## config.mk

```make
export PLATFORM = sky130hd
export DESIGN_NAME = tpsg_skid
export DESIGN_NICKNAME = d
export VERILOG_FILES = /design/src/rtl/tpsg_pkg.sv /design/src/rtl/tpsg_skid.sv
export SDC_FILE = /design/constraint.sdc
export NUM_CORES = 1
export LEC_CHECK = 0
export ABC_AREA = 0
export BUFFER_PORTS_ARGS = -buffer_cell sky130_fd_sc_hd__clkbuf_2
export CORE_MARGIN = 2
export CORE_UTILIZATION = 56
export DETAILED_ROUTE_END_ITERATION = 7
export PLACE_DENSITY = 0.85
export RECOVER_POWER = 25
export SYNTH_ARGS = -nofsm -noshare
export SYNTH_HDL_FRONTEND = slang
export SYNTH_SLANG_ARGS = --single-unit
```

## constraint.sdc

```tcl
create_clock -name i_clk -period 33.9 [get_ports i_clk]
set_input_delay 3.39 -clock i_clk [delete_from_list [all_inputs] [get_ports i_clk]]
set_output_delay 3.39 -clock i_clk [all_outputs]
set_load 0.01 [all_outputs]
```

## src/rtl/tpsg_pkg.sv

```systemverilog
package tpsg_pkg;

    localparam int CORDIC_STAGES = 24;
    localparam int PHASE_WIDTH   = 32;
    localparam int LANES         = 3;
    // x, y and z carry two guard bits above the q1.31 range
    localparam int DATA_W        = 34;
    localparam int SHIFT_W       = 5;

    localparam logic [31:0] OFFSET_120 = 32'h5555_5555;
    localparam logic [31:0] OFFSET_240 = 32'hAAAA_AAAB;
    localparam logic [31:0] HALF_TURN  = 32'h8000_0000;
    localparam logic [31:0] PHASE_MASK = ~((32'd1 << (32 - PHASE_WIDTH)) - 32'd1);
    localparam logic signed [DATA_W-1:0] CORDIC_GAIN_Q31 = DATA_W'(1304065748);

    localparam logic [2:0] SECTOR_KEEP = 3'd7;

    localparam int LANE_A = 0;
    localparam int LANE_B = 1;
    localparam int LANE_C = 2;

    typedef enum logic {
        OP_STEP   = 1'b0,
        OP_PRESET = 1'b1
    } t_op;

    typedef struct packed {
        logic       op;
        logic [2:0] sector;
    } t_in_item;

    typedef struct packed {
        logic signed [31:0] sine_a;
        logic signed [31:0] cosine_a;
        logic signed [31:0] sine_b;
        logic signed [31:0] sine_c;
        logic [31:0]        phase_used;
    } t_out_item;

    typedef struct packed {
        logic signed [DATA_W-1:0] x;
        logic signed [DATA_W-1:0] y;
        logic signed [DATA_W-1:0] z;
        logic                     flip;
    } t_lane;

    typedef struct packed {
        logic                   valid;
        logic [31:0]            phase;
        t_lane [LANES-1:0]      lane;
    } t_stage;

    function automatic logic [31:0] quantize(input logic [31:0] a);
        return a & PHASE_MASK;
    endfunction

    function automatic logic [31:0] sector_angle(input logic [2:0] s);
        logic [31:0] r;
        case (s)
            3'd1:    r = 32'h2AAA_AAAB;
            3'd2:    r = 32'h5555_5555;
            3'd3:    r = 32'h8000_0000;
            3'd4:    r = 32'hAAAA_AAAB;
            3'd5:    r = 32'hD555_5555;
            default: r = 32'h0000_0000;
        endcase
        return r;
    endfunction

    // atan(2^-i) in turns scaled by 2^32
    function automatic logic [31:0] atan_turn(input logic [SHIFT_W-1:0] i);
        logic [31:0] r;
        case (i)
            5'd0:    r = 32'd536870912;
            5'd1:    r = 32'd316933406;
            5'd2:    r = 32'd167458907;
            5'd3:    r = 32'd85004756;
            5'd4:    r = 32'd42667331;
            5'd5:    r = 32'd21354465;
            5'd6:    r = 32'd10680862;
            5'd7:    r = 32'd5340245;
            5'd8:    r = 32'd2670163;
            5'd9:    r = 32'd1335087;
            5'd10:   r = 32'd667544;
            5'd11:   r = 32'd333772;
            5'd12:   r = 32'd166886;
            5'd13:   r = 32'd83443;
            5'd14:   r = 32'd41722;
            5'd15:   r = 32'd20861;
            5'd16:   r = 32'd10430;
            5'd17:   r = 32'd5215;
            5'd18:   r = 32'd2608;
            5'd19:   r = 32'd1304;
            5'd20:   r = 32'd652;
            5'd21:   r = 32'd326;
            5'd22:   r = 32'd163;
            5'd23:   r = 32'd81;
            5'd24:   r = 32'd41;
            5'd25:   r = 32'd20;
            5'd26:   r = 32'd10;
            5'd27:   r = 32'd5;
            5'd28:   r = 32'd3;
            5'd29:   r = 32'd1;
            5'd30:   r = 32'd1;
            default: r = 32'd0;
        endcase
        return r;
    endfunction

    // fold the angle into [-90, 90) degrees and load the start vector
    function automatic t_lane prep_lane(input logic [31:0] angle);
        logic [31:0] a;
        t_lane       r;
        a      = quantize(angle);
        r.flip = a[31] ^ a[30];
        if (r.flip) begin
            a = a ^ HALF_TURN;
        end
        r.z = signed'({{(DATA_W-32){a[31]}}, a});
        r.x = CORDIC_GAIN_Q31;
        r.y = '0;
        return r;
    endfunction

    function automatic logic signed [31:0] sat_q31(input logic signed [DATA_W-1:0] v);
        logic fits;
        fits = (&v[DATA_W-1:31]) || !(|v[DATA_W-1:31]);
        if (fits) begin
            return v[31:0];
        end
        return v[DATA_W-1] ? 32'sh8000_0000 : 32'sh7FFF_FFFF;
    endfunction

    // undo the half-turn fold, then clamp to q1.31
    function automatic logic signed [31:0] finish(input logic signed [DATA_W-1:0] v,
                                                  input logic flip);
        logic signed [DATA_W-1:0] t;
        t = flip ? -v : v;
        return sat_q31(t);
    endfunction

endpackage

```

## src/rtl/tpsg_skid.sv

```systemverilog
module tpsg_skid import tpsg_pkg::*; (
    input  logic      i_clk,
    input  logic      i_rst_n,
    input  logic      i_valid,
    input  t_out_item i_data,
    output logic      o_full,
    output logic      o_valid,
    output t_out_item o_data,
    input  logic      i_ready
);

    logic      r_out_valid;
    logic      r_skid_full;
    t_out_item r_out;
    t_out_item r_skid;
    logic      w_take;
    logic      w_beat;

    assign w_take = r_out_valid && i_ready;
    // the chain only moves while the skid slot is free
    assign w_beat = i_valid && !r_skid_full;

    always_ff @(posedge i_clk) begin
        if (!i_rst_n) begin
            r_out_valid <= 1'b0;
            r_skid_full <= 1'b0;
        end else if (r_skid_full) begin
            if (w_take) begin
                r_skid_full <= 1'b0;
            end
        end else if (w_beat) begin
            if (!r_out_valid || w_take) begin
                r_out_valid <= 1'b1;
            end else begin
                r_skid_full <= 1'b1;
            end
        end else if (w_take) begin
            r_out_valid <= 1'b0;
        end
    end

    always_ff @(posedge i_clk) begin
        if (r_skid_full) begin
            if (w_take) begin
                r_out <= r_skid;
            end
        end else if (w_beat) begin
            if (!r_out_valid || w_take) begin
                r_out <= i_data;
            end else begin
                r_skid <= i_data;
            end
        end
    end

    assign o_full  = r_skid_full;
    assign o_valid = r_out_valid;
    assign o_data  = r_out;

    a_skid_needs_out: assert property (@(posedge i_clk) disable iff (!i_rst_n)
        r_skid_full |-> r_out_valid)
        else $error("skid slot holds a beat while the output register is empty");

    a_skid_fills_on_stall: assert property (@(posedge i_clk) disable iff (!i_rst_n)
        $rose(r_skid_full) |-> $past(r_out_valid && !i_ready && i_valid))
        else $error("skid slot filled without a stalled output");

    a_skid_drains: assert property (@(posedge i_clk) disable iff (!i_rst_n)
        (r_skid_full && i_ready) |=> (!r_skid_full && r_out_valid))
        else $error("skid slot did not drain when the output was taken");

endmodule

```

# Word-level counts from Yosys, hierarchy flattened

Index checks and enable logic that the tools add are counted.
Widths: inputs -> output; s select.

Flip-flop bits (word level): 322
Bits in latches: 0
Memory bits (writable): 0
Bits in read-only memories: 0
Bits of input ports: 164
Output and inout bits: 162
Memories: 0

Add/subtract/negate cells: 0
$mul: 0
Divide/modulo/power cells: 0
$lt $le $gt $ge: 0
Equality and inequality tests: 2
Shift-type cells: 0
Multiplexer cells: 11
Bitwise gates (word level): 2
Reduce and logical (&&, ||, !) cells: 11

Operators with widths:

| cell               | number |
|---|---|
| $mux 160           | 4 |
| $reduce_and 3->1   | 3 |
| $mux 1             | 7 |
| $reduce_bool 2->1  | 3 |
| $ne 2x1->1 const B | 2 |
| $logic_and 1x1->1  | 2 |
| $logic_not 1->1    | 2 |
| $not 1->1          | 2 |
| $logic_or 1x1->1   | 1 |

# Depth between registers and ports, before layout

Word-level depth: 5
Mapped depth: 4
Depth with buffers taken out: 2

# Least setup slack after synthesis

Ideal clock, no wire load.

Path type: input to register
From: input port i_ready
To: register r_skid[0] (netlist bit), enable pin
Arrival: 18.612 ns
Data required time: 32.821 ns
Path slack: 14.209 ns
Stages on the path: 1
Path buffers: 0
Cell sequence: nor4bb_1

Longest elaborated chain between the ends: 4

RTL lines:

| element                           | RTL line        | RTL |
|---|---|---|
| from (decl)                       | tpsg_skid.sv:9  | `input logic i_ready` |
| $logic_and 1x1->1                 | tpsg_skid.sv:19 | `assign w_take = r_out_valid && i_ready;` |
| $logic_or 1x1->1                  | tpsg_skid.sv:48 | `if (!r_out_valid \|\| w_take) begin` |
| $not 1->1 (no source line)        | -               |  |
| $reduce_and 3->1 (no source line) | -               |  |
| to (signal assigned)              | tpsg_skid.sv:51 | `r_skid <= i_data;` |
| to (decl)                         | tpsg_skid.sv:15 | `t_out_item r_skid;` |

Every way passes these cells.
A chain may end at the register's enable or synchronous reset.

# Final worst setup path

From: input port i_valid
To: register r_out (netlist bit o_data[99]), enable pin

Longest elaborated chain between the ends: 3

RTL lines:

| element                            | RTL line        | RTL |
|---|---|---|
| from (decl)                        | tpsg_skid.sv:4  | `input logic i_valid,` |
| $logic_and 1x1->1                  | tpsg_skid.sv:21 | `assign w_beat = i_valid && !r_skid_full;` |
| $reduce_bool 2->1 (no source line) | -               |  |
| $reduce_and 3->1 (no source line)  | -               |  |
| to (signal assigned)               | tpsg_skid.sv:45 | `r_out <= r_skid;` |
| to (signal assigned)               | tpsg_skid.sv:49 | `r_out <= i_data;` |
| to (decl)                          | tpsg_skid.sv:14 | `t_out_item r_out;` |

Every way passes these cells.

==> metrics <==
min cycle time layout=5.26 ns; worst vdd ir=between 0.05 and 0.06 mV; Sink Count=around 320; vias=a little over 6000; most common cell in the synthesized netlist=edfxtp_1; RSZ-0062 raised after global routing=no; filler instances=roughly 1300; critical path class=primary input to flop; Crit Path Max Fanout=between 70 and 80; CTS Buffer Depth=3; CTS root buffer=clkbuf_16; WL per Instance=~21 um; Tightest Pin Transition=1.22 ns; synth top area cells=edfxtp_1 82%, mux2_2 15%, buf_6 1.6%; initial antenna violation count=0; critical path arrival=between 5 and 6 ns; fin crit share=15.5%; multi-input logic area=approximately 0.0019 mm^2; Routed WL=roughly 24000 um; placed inst area=roughly 0.014 mm^2; grt ovf=0; Die Area=roughly 0.022 mm^2; Cell Pwr Density=roughly 61 mW/mm^2; CP endpoint kind=flop; max cap viols=0; Placer Congestion=0.778; Rows=52; Worst slew margin=about a fifth; FF+latch area=just under 0.01 mm^2; Yosys Warn Count=0; Mapped Cells=a little over 500; Skew-Pair Late Insertion Delay=roughly 0.50 ns; CP startpoint kind=primary input; post-synthesis cell type count=14; # port buffers=around 330; Util after Layout=between 70% and 80%; max frequency=~190 MHz; Post-Syn Area=roughly 0.012 mm^2; status=completed; clock slew at reported path FFs=~0.060 ns; synthesized area per cell=~23 um^2; die width=149 um; Slew Viols, Final=0; global-route wire length before repair=35500 um; 1st-iter DRT viols=roughly 370; Final Net Count=between 1000 and 1500; CTS buffer count=34; commonest cells in the netlist=320 x edfxtp_1, 160 x mux2_2, 17 x buf_6; router iterations before antenna repair=4; design area=0.0144 mm^2; Seq cells post-synth=around 320; vias per inst=about 5.3; top cell type's share of synthesized area=around 82%; H-tree levels=2; ys async rst share=0%; hold_buf cts=0; Hold Crit Class=flop to flop; leakage=around 0.0051 uW; post-detail-place hpwl=about 15000 um; drc violations=0; Syn-to-layout area delta=22.9%; clock skew=approximately 0.018 ns; setup tns final=0 ns; Post-CTS Setup Bufs=0; Antenna Cells=0; Core Region=0.0204 mm^2; CTS tree=done; post-synthesis sequential area ratio=between 80% and 90%; most used flip-flop cell after synthesis=edfxtp_1; Final ANT Viol Nets=0; post-synth top area cell=edfxtp_1; layout cells sized above 1=a little under half; Final setup viols=0; post_cts resized=0; Post-synth EDFFs=320; GRT Total Usage=a little over a fifth; hold_ws=around 0.54 ns; Hold Violations, Final=0; Initial Util=roughly 58%; net count after synthesis=675; Critical Path RT=~34 ns; vias in the first global route=6402; largest net degree at the start of global routing=88; Die Ht=149 um; IO Pins=326
metal layers:
metal / part of all wire, % / global-route usage (%)
met4: 2.6 / 6.24
met1: 36 / 25.0
met5: 0 / 0
met3: 11 / 9.20
met2: 50 / 36.2
layout make-up:
class | instances | share of cell area, %
timing repair buffer | 332 | 10.5
clock inverter | 16 | 0.704
sequential | 322 | 67.0
inverter | 2 | 0.0521
multi-input combinational | 169 | 13.1
tap | 270 | 2.35
clock buffer | 42 | 6.27
path summary, 6_finish.rpt:
check	start	end	slack (ns)	cells after the start
worst max-delay path	i_valid	o_data[99]	28.64	4
worst min-delay path	r_skid[76]	o_data[76]	0.54	1
worst max register to register	o_full	o_data[99]	30.46	4
worst min register to register	r_skid[76]	o_data[76]	0.54	1
per-stage QoR:
step	worst slack [ns]	cells	total power, uW
finish	28.64	1153	885
global route	28.51	1153	914
CTS	28.73	1153	894
detailed placement	28.23	1095	557
global placement	28.29	1095	554
floorplan	14.21	511	529
report_power, final:
group | leakage (uW) | total [uW] | switching [uW] | internal (uW)
registers | 0.00301 | 475 | 6.96 | 468
logic | 0.00159 | 72.7 | 42.0 | 30.8
clock network | 0.000490 | 337 | 142 | 196
total | 0.00510 | 885 | 190 | 694
cell families after synthesis:
kind of cell           Yosys count  share of synthesized area [%]
and+or+nand+nor                  4                          0.235
AOI/OAI and AO/OA                4                          0.192
buffers and inverters           20                           1.74
DFF                            322                           82.4
muxes                          161                           15.5
critical path, cell delays in order:
cell and delay, ns:
clkbuf_1 0.17, mux2i_1 0.15, a21oi_4 0.73, buf_4 0.84
flip-flops by register name, summed over array words and instances (netlist names):
| name | flops |
|---|---|
| o_data | 160 |
| o_full | 1 |
| o_valid | 1 |
| r_skid | 160 |
layout by cell type, fill, tap and decap left out:
| cell | n |
|---|---|
| nand3b_1 | 1 |
| clkbuf_2 | 189 |
| inv_6 | 1 |
| clkbuf_16 | 35 |
| dfxtp_4 | 1 |
| mux2_2 | 160 |
| edfxtp_1 | 320 |
| clkbuf_1 | 143 |
| buf_4 | 7 |
| nor4bb_4 | 1 |
| dfxtp_1 | 1 |
| o21ai_0 | 1 |
| clkinvlp_4 | 1 |
| nor2b_1 | 1 |
| mux2i_1 | 1 |
| inv_1 | 2 |
| a211oi_1 | 1 |
| clkinv_1 | 8 |
| bufinv_16 | 1 |
| nand2_1 | 1 |
| a21oi_1 | 1 |
| a21oi_4 | 1 |
| clkinv_2 | 5 |
Power figures use the tool's default switching activity.
