## config.mk

```make
export PLATFORM = sky130hd
export DESIGN_NAME = tpsg_cell
export DESIGN_NICKNAME = d
export VERILOG_FILES = /design/src/rtl/tpsg_pkg.sv /design/src/rtl/tpsg_cell.sv
export SDC_FILE = /design/constraint.sdc
export NUM_CORES = 2
export LEC_CHECK = 0
export ABC_AREA = 0
export BUFFER_PORTS_ARGS = -buffer_cell sky130_fd_sc_hd__buf_4
export CAP_MARGIN = 20
export CORE_ASPECT_RATIO = 0.75
export CORE_UTILIZATION = 59
export DETAILED_ROUTE_END_ITERATION = 16
export PLACE_DENSITY_LB_ADDON = 0.1
export SKIP_LAST_GASP = 1
export SLEW_MARGIN = 0
export SYNTH_ARGS = -nofsm -noshare
export SYNTH_HDL_FRONTEND = slang
export SYNTH_SLANG_ARGS = --single-unit
export TNS_END_PERCENT = 10
```

## constraint.sdc

```tcl
create_clock -name i_clk -period 8.24 [get_ports i_clk]
set_input_delay 0.412 -clock i_clk [delete_from_list [all_inputs] [get_ports i_clk]]
set_output_delay 0.412 -clock i_clk [all_outputs]
set_load 0.02 [all_outputs]
```

## src/rtl/tpsg_pkg.sv

```systemverilog
package tpsg_pkg;

    localparam int CORDIC_STAGES = 24;
    localparam int PHASE_WIDTH   = 32;
    localparam int LANES         = 3;
    // x, y and z carry two guard bits above the q1.31 range
    localparam int DATA_W        = 34;
    localparam int SHIFT_W       = 5;

    localparam logic [31:0] OFFSET_120 = 32'h5555_5555;
    localparam logic [31:0] OFFSET_240 = 32'hAAAA_AAAB;
    localparam logic [31:0] HALF_TURN  = 32'h8000_0000;
    localparam logic [31:0] PHASE_MASK = ~((32'd1 << (32 - PHASE_WIDTH)) - 32'd1);
    localparam logic signed [DATA_W-1:0] CORDIC_GAIN_Q31 = DATA_W'(1304065748);

    localparam logic [2:0] SECTOR_KEEP = 3'd7;

    localparam int LANE_A = 0;
    localparam int LANE_B = 1;
    localparam int LANE_C = 2;

    typedef enum logic {
        OP_STEP   = 1'b0,
        OP_PRESET = 1'b1
    } t_op;

    typedef struct packed {
        logic       op;
        logic [2:0] sector;
    } t_in_item;

    typedef struct packed {
        logic signed [31:0] sine_a;
        logic signed [31:0] cosine_a;
        logic signed [31:0] sine_b;
        logic signed [31:0] sine_c;
        logic [31:0]        phase_used;
    } t_out_item;

    typedef struct packed {
        logic signed [DATA_W-1:0] x;
        logic signed [DATA_W-1:0] y;
        logic signed [DATA_W-1:0] z;
        logic                     flip;
    } t_lane;

    typedef struct packed {
        logic                   valid;
        logic [31:0]            phase;
        t_lane [LANES-1:0]      lane;
    } t_stage;

    function automatic logic [31:0] quantize(input logic [31:0] a);
        return a & PHASE_MASK;
    endfunction

    function automatic logic [31:0] sector_angle(input logic [2:0] s);
        logic [31:0] r;
        case (s)
            3'd1:    r = 32'h2AAA_AAAB;
            3'd2:    r = 32'h5555_5555;
            3'd3:    r = 32'h8000_0000;
            3'd4:    r = 32'hAAAA_AAAB;
            3'd5:    r = 32'hD555_5555;
            default: r = 32'h0000_0000;
        endcase
        return r;
    endfunction

    // atan(2^-i) in turns scaled by 2^32
    function automatic logic [31:0] atan_turn(input logic [SHIFT_W-1:0] i);
        logic [31:0] r;
        case (i)
            5'd0:    r = 32'd536870912;
            5'd1:    r = 32'd316933406;
            5'd2:    r = 32'd167458907;
            5'd3:    r = 32'd85004756;
            5'd4:    r = 32'd42667331;
            5'd5:    r = 32'd21354465;
            5'd6:    r = 32'd10680862;
            5'd7:    r = 32'd5340245;
            5'd8:    r = 32'd2670163;
            5'd9:    r = 32'd1335087;
            5'd10:   r = 32'd667544;
            5'd11:   r = 32'd333772;
            5'd12:   r = 32'd166886;
            5'd13:   r = 32'd83443;
            5'd14:   r = 32'd41722;
            5'd15:   r = 32'd20861;
            5'd16:   r = 32'd10430;
            5'd17:   r = 32'd5215;
            5'd18:   r = 32'd2608;
            5'd19:   r = 32'd1304;
            5'd20:   r = 32'd652;
            5'd21:   r = 32'd326;
            5'd22:   r = 32'd163;
            5'd23:   r = 32'd81;
            5'd24:   r = 32'd41;
            5'd25:   r = 32'd20;
            5'd26:   r = 32'd10;
            5'd27:   r = 32'd5;
            5'd28:   r = 32'd3;
            5'd29:   r = 32'd1;
            5'd30:   r = 32'd1;
            default: r = 32'd0;
        endcase
        return r;
    endfunction

    // fold the angle into [-90, 90) degrees and load the start vector
    function automatic t_lane prep_lane(input logic [31:0] angle);
        logic [31:0] a;
        t_lane       r;
        a      = quantize(angle);
        r.flip = a[31] ^ a[30];
        if (r.flip) begin
            a = a ^ HALF_TURN;
        end
        r.z = signed'({{(DATA_W-32){a[31]}}, a});
        r.x = CORDIC_GAIN_Q31;
        r.y = '0;
        return r;
    endfunction

    function automatic logic signed [31:0] sat_q31(input logic signed [DATA_W-1:0] v);
        logic fits;
        fits = (&v[DATA_W-1:31]) || !(|v[DATA_W-1:31]);
        if (fits) begin
            return v[31:0];
        end
        return v[DATA_W-1] ? 32'sh8000_0000 : 32'sh7FFF_FFFF;
    endfunction

    // undo the half-turn fold, then clamp to q1.31
    function automatic logic signed [31:0] finish(input logic signed [DATA_W-1:0] v,
                                                  input logic flip);
        logic signed [DATA_W-1:0] t;
        t = flip ? -v : v;
        return sat_q31(t);
    endfunction

endpackage

```

## src/rtl/tpsg_cell.sv

```systemverilog
module tpsg_cell import tpsg_pkg::*; (
    input  logic               i_clk,
    input  logic               i_rst_n,
    input  logic               i_en,
    input  logic [SHIFT_W-1:0] i_shift,
    input  logic [31:0]        i_atan,
    input  t_stage             i_stage,
    output t_stage             o_stage
);

    logic                     r_valid;
    t_stage                   r_stage;
    t_stage                   n_stage;
    logic signed [DATA_W-1:0] w_atan;

    assign w_atan = signed'({{(DATA_W-32){1'b0}}, i_atan});

    always_comb begin
        n_stage = i_stage;
        for (int l = 0; l < LANES; l++) begin
            // rotate toward z = 0, shifts are arithmetic (floor)
            if (!i_stage.lane[l].z[DATA_W-1]) begin
                n_stage.lane[l].x = i_stage.lane[l].x - (i_stage.lane[l].y >>> i_shift);
                n_stage.lane[l].y = i_stage.lane[l].y + (i_stage.lane[l].x >>> i_shift);
                n_stage.lane[l].z = i_stage.lane[l].z - w_atan;
            end else begin
                n_stage.lane[l].x = i_stage.lane[l].x + (i_stage.lane[l].y >>> i_shift);
                n_stage.lane[l].y = i_stage.lane[l].y - (i_stage.lane[l].x >>> i_shift);
                n_stage.lane[l].z = i_stage.lane[l].z + w_atan;
            end
        end
    end

    always_ff @(posedge i_clk) begin
        if (!i_rst_n) begin
            r_valid <= 1'b0;
        end else if (i_en) begin
            r_valid <= i_stage.valid;
        end
    end

    always_ff @(posedge i_clk) begin
        if (i_en) begin
            r_stage <= n_stage;
        end
    end

    always_comb begin
        o_stage       = r_stage;
        o_stage.valid = r_valid;
    end

endmodule

```

# Yosys cells after proc, flatten, opt, wreduce, memory -nomap -nowiden
# Index checks and enable logic that the tools add are counted.
# classes
addsub	18
n_mul	0
n_div	0
magnitude_cmp	0
eq_ne	0
shifts	6
n_mux	3
bitwise_logic	0
n_reduce_logical	0
# ops
op	n
two-way mux 102 bit	3
adder 34 bit	6
>>> shifter 34 x 5 -> 34 bit	6
subtractor 34 bit	6
adder 34 x 33 -> 34 bit	3
subtractor 34 x 33 -> 34 bit	3
# word_totals
reg_bits	342
latchBits	0
ram_bits	0
rom_bits	0
wordCells	41
n_memories	0

# Logic depth before layout (Yosys ltp)
# logic_depth
ltp_word	3
depth_mapped	32

# Worst setup path after synthesis
# OpenSTA, ideal clock, no wires.
# synth_timing
path_type	input to register
start	in i_shift[4]
end	reg r_stage, in the netlist o_stage[101] (data pin)
setup_time_ps	258
t_arrival_ps	6351
t_required_ps	7982
setup_slack_ps	1631
cell_stages	29
path_cell_list	buf_2 clkbuf_1 clkbuf_1 buf_4 clkbuf_1 clkbuf_1 clkbuf_1 buf_1 buf_1 buf_1 clkbuf_1 nand2_1 and2_1 ha_1 nand2_1 nor2_1 a21oi_1 xnor2_1 ha_1 a21o_1 a21o_1 a21o_1 a221o_1 o211ai_1 nand4_1 a2111o_1 a31o_2 a21oi_1 xnor2_1
# synth_lines
element	line_no	source
start: declaration	tpsg_cell.sv:5	input logic [SHIFT_W-1:0] i_shift,
end signal: assignment	tpsg_cell.sv:44	r_stage <= n_stage;
end: declaration	tpsg_cell.sv:12	t_stage r_stage;

==> key figures <==
Outcome
  • Status: completed

Power
  • P per Cell Area: 194 nW/um^2
  • P_int: 5.87 mW
  • Net Sw Frac: 0.419
  • Max VDD drop: 0.198 mV
  • Switching pwr: 4.23 mW
  • Seq pwr share: 0.264
  • Comb power frac: 0.553
  • Clock power frac: 0.183
  • P_leak: 21.9 nW

Floorplan
  • Initial Util: 0.600
  • Die area: 76500 sq um
  • Die X: 319 microns
  • Die Span Y: 240 microns
  • CORE AREA: 74000 sq um
  • FP Rows: 86
  • # IOs: 724

Routing
  • DRC Markers: 0
  • Routed WL per cell: 26.8 microns
  • 1st-iter DRT viols: 6367
  • Via count: 44000
  • Antenna Violating Nets Remaining: 0
  • Pre-antenna DRT Iters: 9
  • WL final: 170000 microns
  • Post-DR vias/cell: 6.94

Synthesis
  • Synthesized flop and latch total: 342
  • Main synth FF type: edfxtp_1
  • Cells after synthesis: 4717
  • Ys Warns: 0
  • Xor/xnor share of the synthesized area: 0.104
  • Syn_area_per_cell: 9.42 sq um
  • Mapped cell area: 44500 sq um
  • EDFF count, synth: 341
  • Largest family of logic cells by synthesized area: compound AO/OA/AOI/OAI gates
  • Compound-cell area share of the yosys netlist: 0.199
  • Synth Area in Simple Gates: 0.137
  • Post-synthesis mux area share: 0.197
  • Synth Area in Adders: 0.0896
  • Synth cell types: 106
  • Share of flip-flops with an asynchronous set or reset: 0
  • Seq/Total Area, Yosys: 0.231
  • Synthesized Nets: 5412

STA
  • Fin. max-slew vios: 0
  • Worst Skew: 0 ns
  • Worst setup margin: 1.50 ns
  • RSZ-0062 raised after global routing: no
  • Tmin final: 6.74 ns
  • Final hold slack: 0.0170 ns
  • Final Hold Vio Count: 0
  • Final setup fails: 0
  • Worst Tran Pin Value: 1.18 ns
  • Rel. slew slack: 0.213
  • Period utilisation layout: 0.818
  • Fmax: 148 MHz
  • Final setup TNS: 0 ns

Clock network
  • Clk buf depth: 3
  • Post-CTS setup buffer count: 0
  • CTS tree: built
  • CTS Hold Bufs: 35
  • Worst skew pair latency: 0.61 ns
  • Clk root buf: clkbuf_16
  • Clock slew at reported path FFs: 0.06 ns
  • CTS buffer count: 40
  • Cts repair resizes: 0
  • Htree depth: 2
  • Clk sinks: 342

Setup path
  • CP arrival: 7.08 ns
  • Setup CP Type: in2reg
  • WP buf/inv: 3
  • Max Fanout on Critical Path: 84
  • Worst EP required: 8.59 ns
  • Worst reg2reg path startpoint: r_valid$_SDFFE_PN0P_
  • Critical path's top delay family: compound AO/OA/AOI/OAI gates
  • CP startpoint: i_shift[1]
  • Critical path, cell by cell: buf_8, buf_12, mux4_2, mux2_4, a222oi_1, and2_1, ha_1, inv_1, nor4_1, and2_1, and3_1, nor2_1, xor2_1, ha_1, a21o_1, a21o_1, a21oi_1, o22ai_1, a211oi_1, a21oi_1, a211oi_1, or3_1, o21ai_0, xnor2_1
  • Critical path endpoint category: register
  • R2R setup slack: 7.59 ns
  • CP peak stage delay: 0.65 ns
  • CP max stage cell: nor4_1
  • Setup crit start kind: input port

Global route
  • First-pass GRT wire length: 250000 microns
  • Gr usage total: 0.425
  • Vias in the first global route: 40700
  • Largest net degree at the start of global routing: 142
  • Initial antenna violation count: 22
  • Overflow after GRT: 0

Hold path
  • Hold wc startpoint: i_rst_n
  • Min-delay worst type: in2reg

Cells and area
  • Final nets: 6019
  • Area grow syn2layout: 17.1%
  • Fillcell total: 5748
  • Area of the multi-input gates: 32300 sq um
  • Fin area: 52000 sq um
  • Total area of sequential cells: 10300 sq um
  • Most frequent cells in the layout: buf_4 (776), nor2_1 (444), a21oi_1 (380), nand2_1 (358), edfxtp_1 (341)
  • Share of cells above drive strength 1: 0.236
  • Most common cell after layout, fill and taps aside: buf_4

Place
  • Port Buffers: 723
  • Detailed Place HPWL: 132000 microns
  • Placed cell areas: 50300 sq um
  • Gpl congestion: 1.07
  • Place WS: 1.10 ns

Job
  • Max Cap Viol: 0
final timing paths:
| path | endpoint | cells after the start |
|---|---|---|
| max | o_stage[274]$_DFFE_PP_ | 24 |
| min | r_valid$_SDFFE_PN0P_ | 2 |
| max reg2reg | r_valid$_SDFFE_PN0P_ | 2 |
| min reg2reg | r_valid$_SDFFE_PN0P_ | 2 |
registers in the layout, summed over array words and instances (netlist names):
signal   flops
r_valid      1
o_stage    341
power by group through the flow:
stage | logic [mW] | registers [mW] | clock network [mW]
2_1_floorplan | 3.01 | 3.24 | 0
3_3_place_gp | 5.32 | 2.68 | 0
3_5_place_dp | 5.38 | 2.69 | 0
4_1_cts | 5.44 | 2.67 | 1.86
5_1_grt | 5.91 | 2.70 | 1.93
6_report | 5.58 | 2.67 | 1.85
synthesized netlist by cell type, types with 129 or more instances:
master,instances,area [sq um]
xnor2_1,290,2540
a21o_1,163,1220
mux4_2,244,5500
mux2i_1,154,1540
edfxtp_1,341,10200
nand2_1,358,1340
ha_1,304,3800
o21ai_0,217,1090
nor2_1,445,1670
xor2_1,239,2090
inv_1,129,484
a21oi_1,380,1900
layout make-up:
cell class	count	share of cell area
Multi-Input combinational cell	3986	0.621
Sequential cell	342	0.197
Timing Repair Buffer	823	0.123
Tap cell	968	0.0233
Clock buffer	50	0.0200
Inverter	131	0.00950
Clock inverter	22	0.00524
Antenna cell	16	0.000769
stage by stage:
step / power (mW) / util / cells
2_1_floorplan: 6.25 / - / 4717
3_3_place_gp: 8.00 / 0.680 / 6214
3_5_place_dp: 8.07 / 0.680 / 6214
4_1_cts: 9.97 / 0.702 / 6321
5_1_grt: 10.5 / 0.703 / 6334
6_report: 10.1 / 0.703 / 6338
kinds of logic (layout without fill, tap and decap cells):
| family | count (synthesis) | in the layout |
|---|---|---|
| other | 0 | 16 |
| DFF | 342 | 342 |
| xor gates and xnor gates | 529 | 529 |
| AOI/OAI and AO/OA | 1344 | 1344 |
| buffers and inverters | 389 | 1026 |
| adders and majority gates | 313 | 313 |
| muxes | 517 | 517 |
| and+or+nand+nor | 1283 | 1283 |
per-layer routing:
layer | part of all wire | track usage | vias up
met5 | 0.00068 | 0 | -
met4 | 0.055 | 0.209 | 14
met3 | 0.15 | 0.143 | 576
met2 | 0.42 | 0.607 | 3438
met1 | 0.38 | 0.574 | 20700
li1 | - | - | 19300
Power figures use the tool's default switching activity.
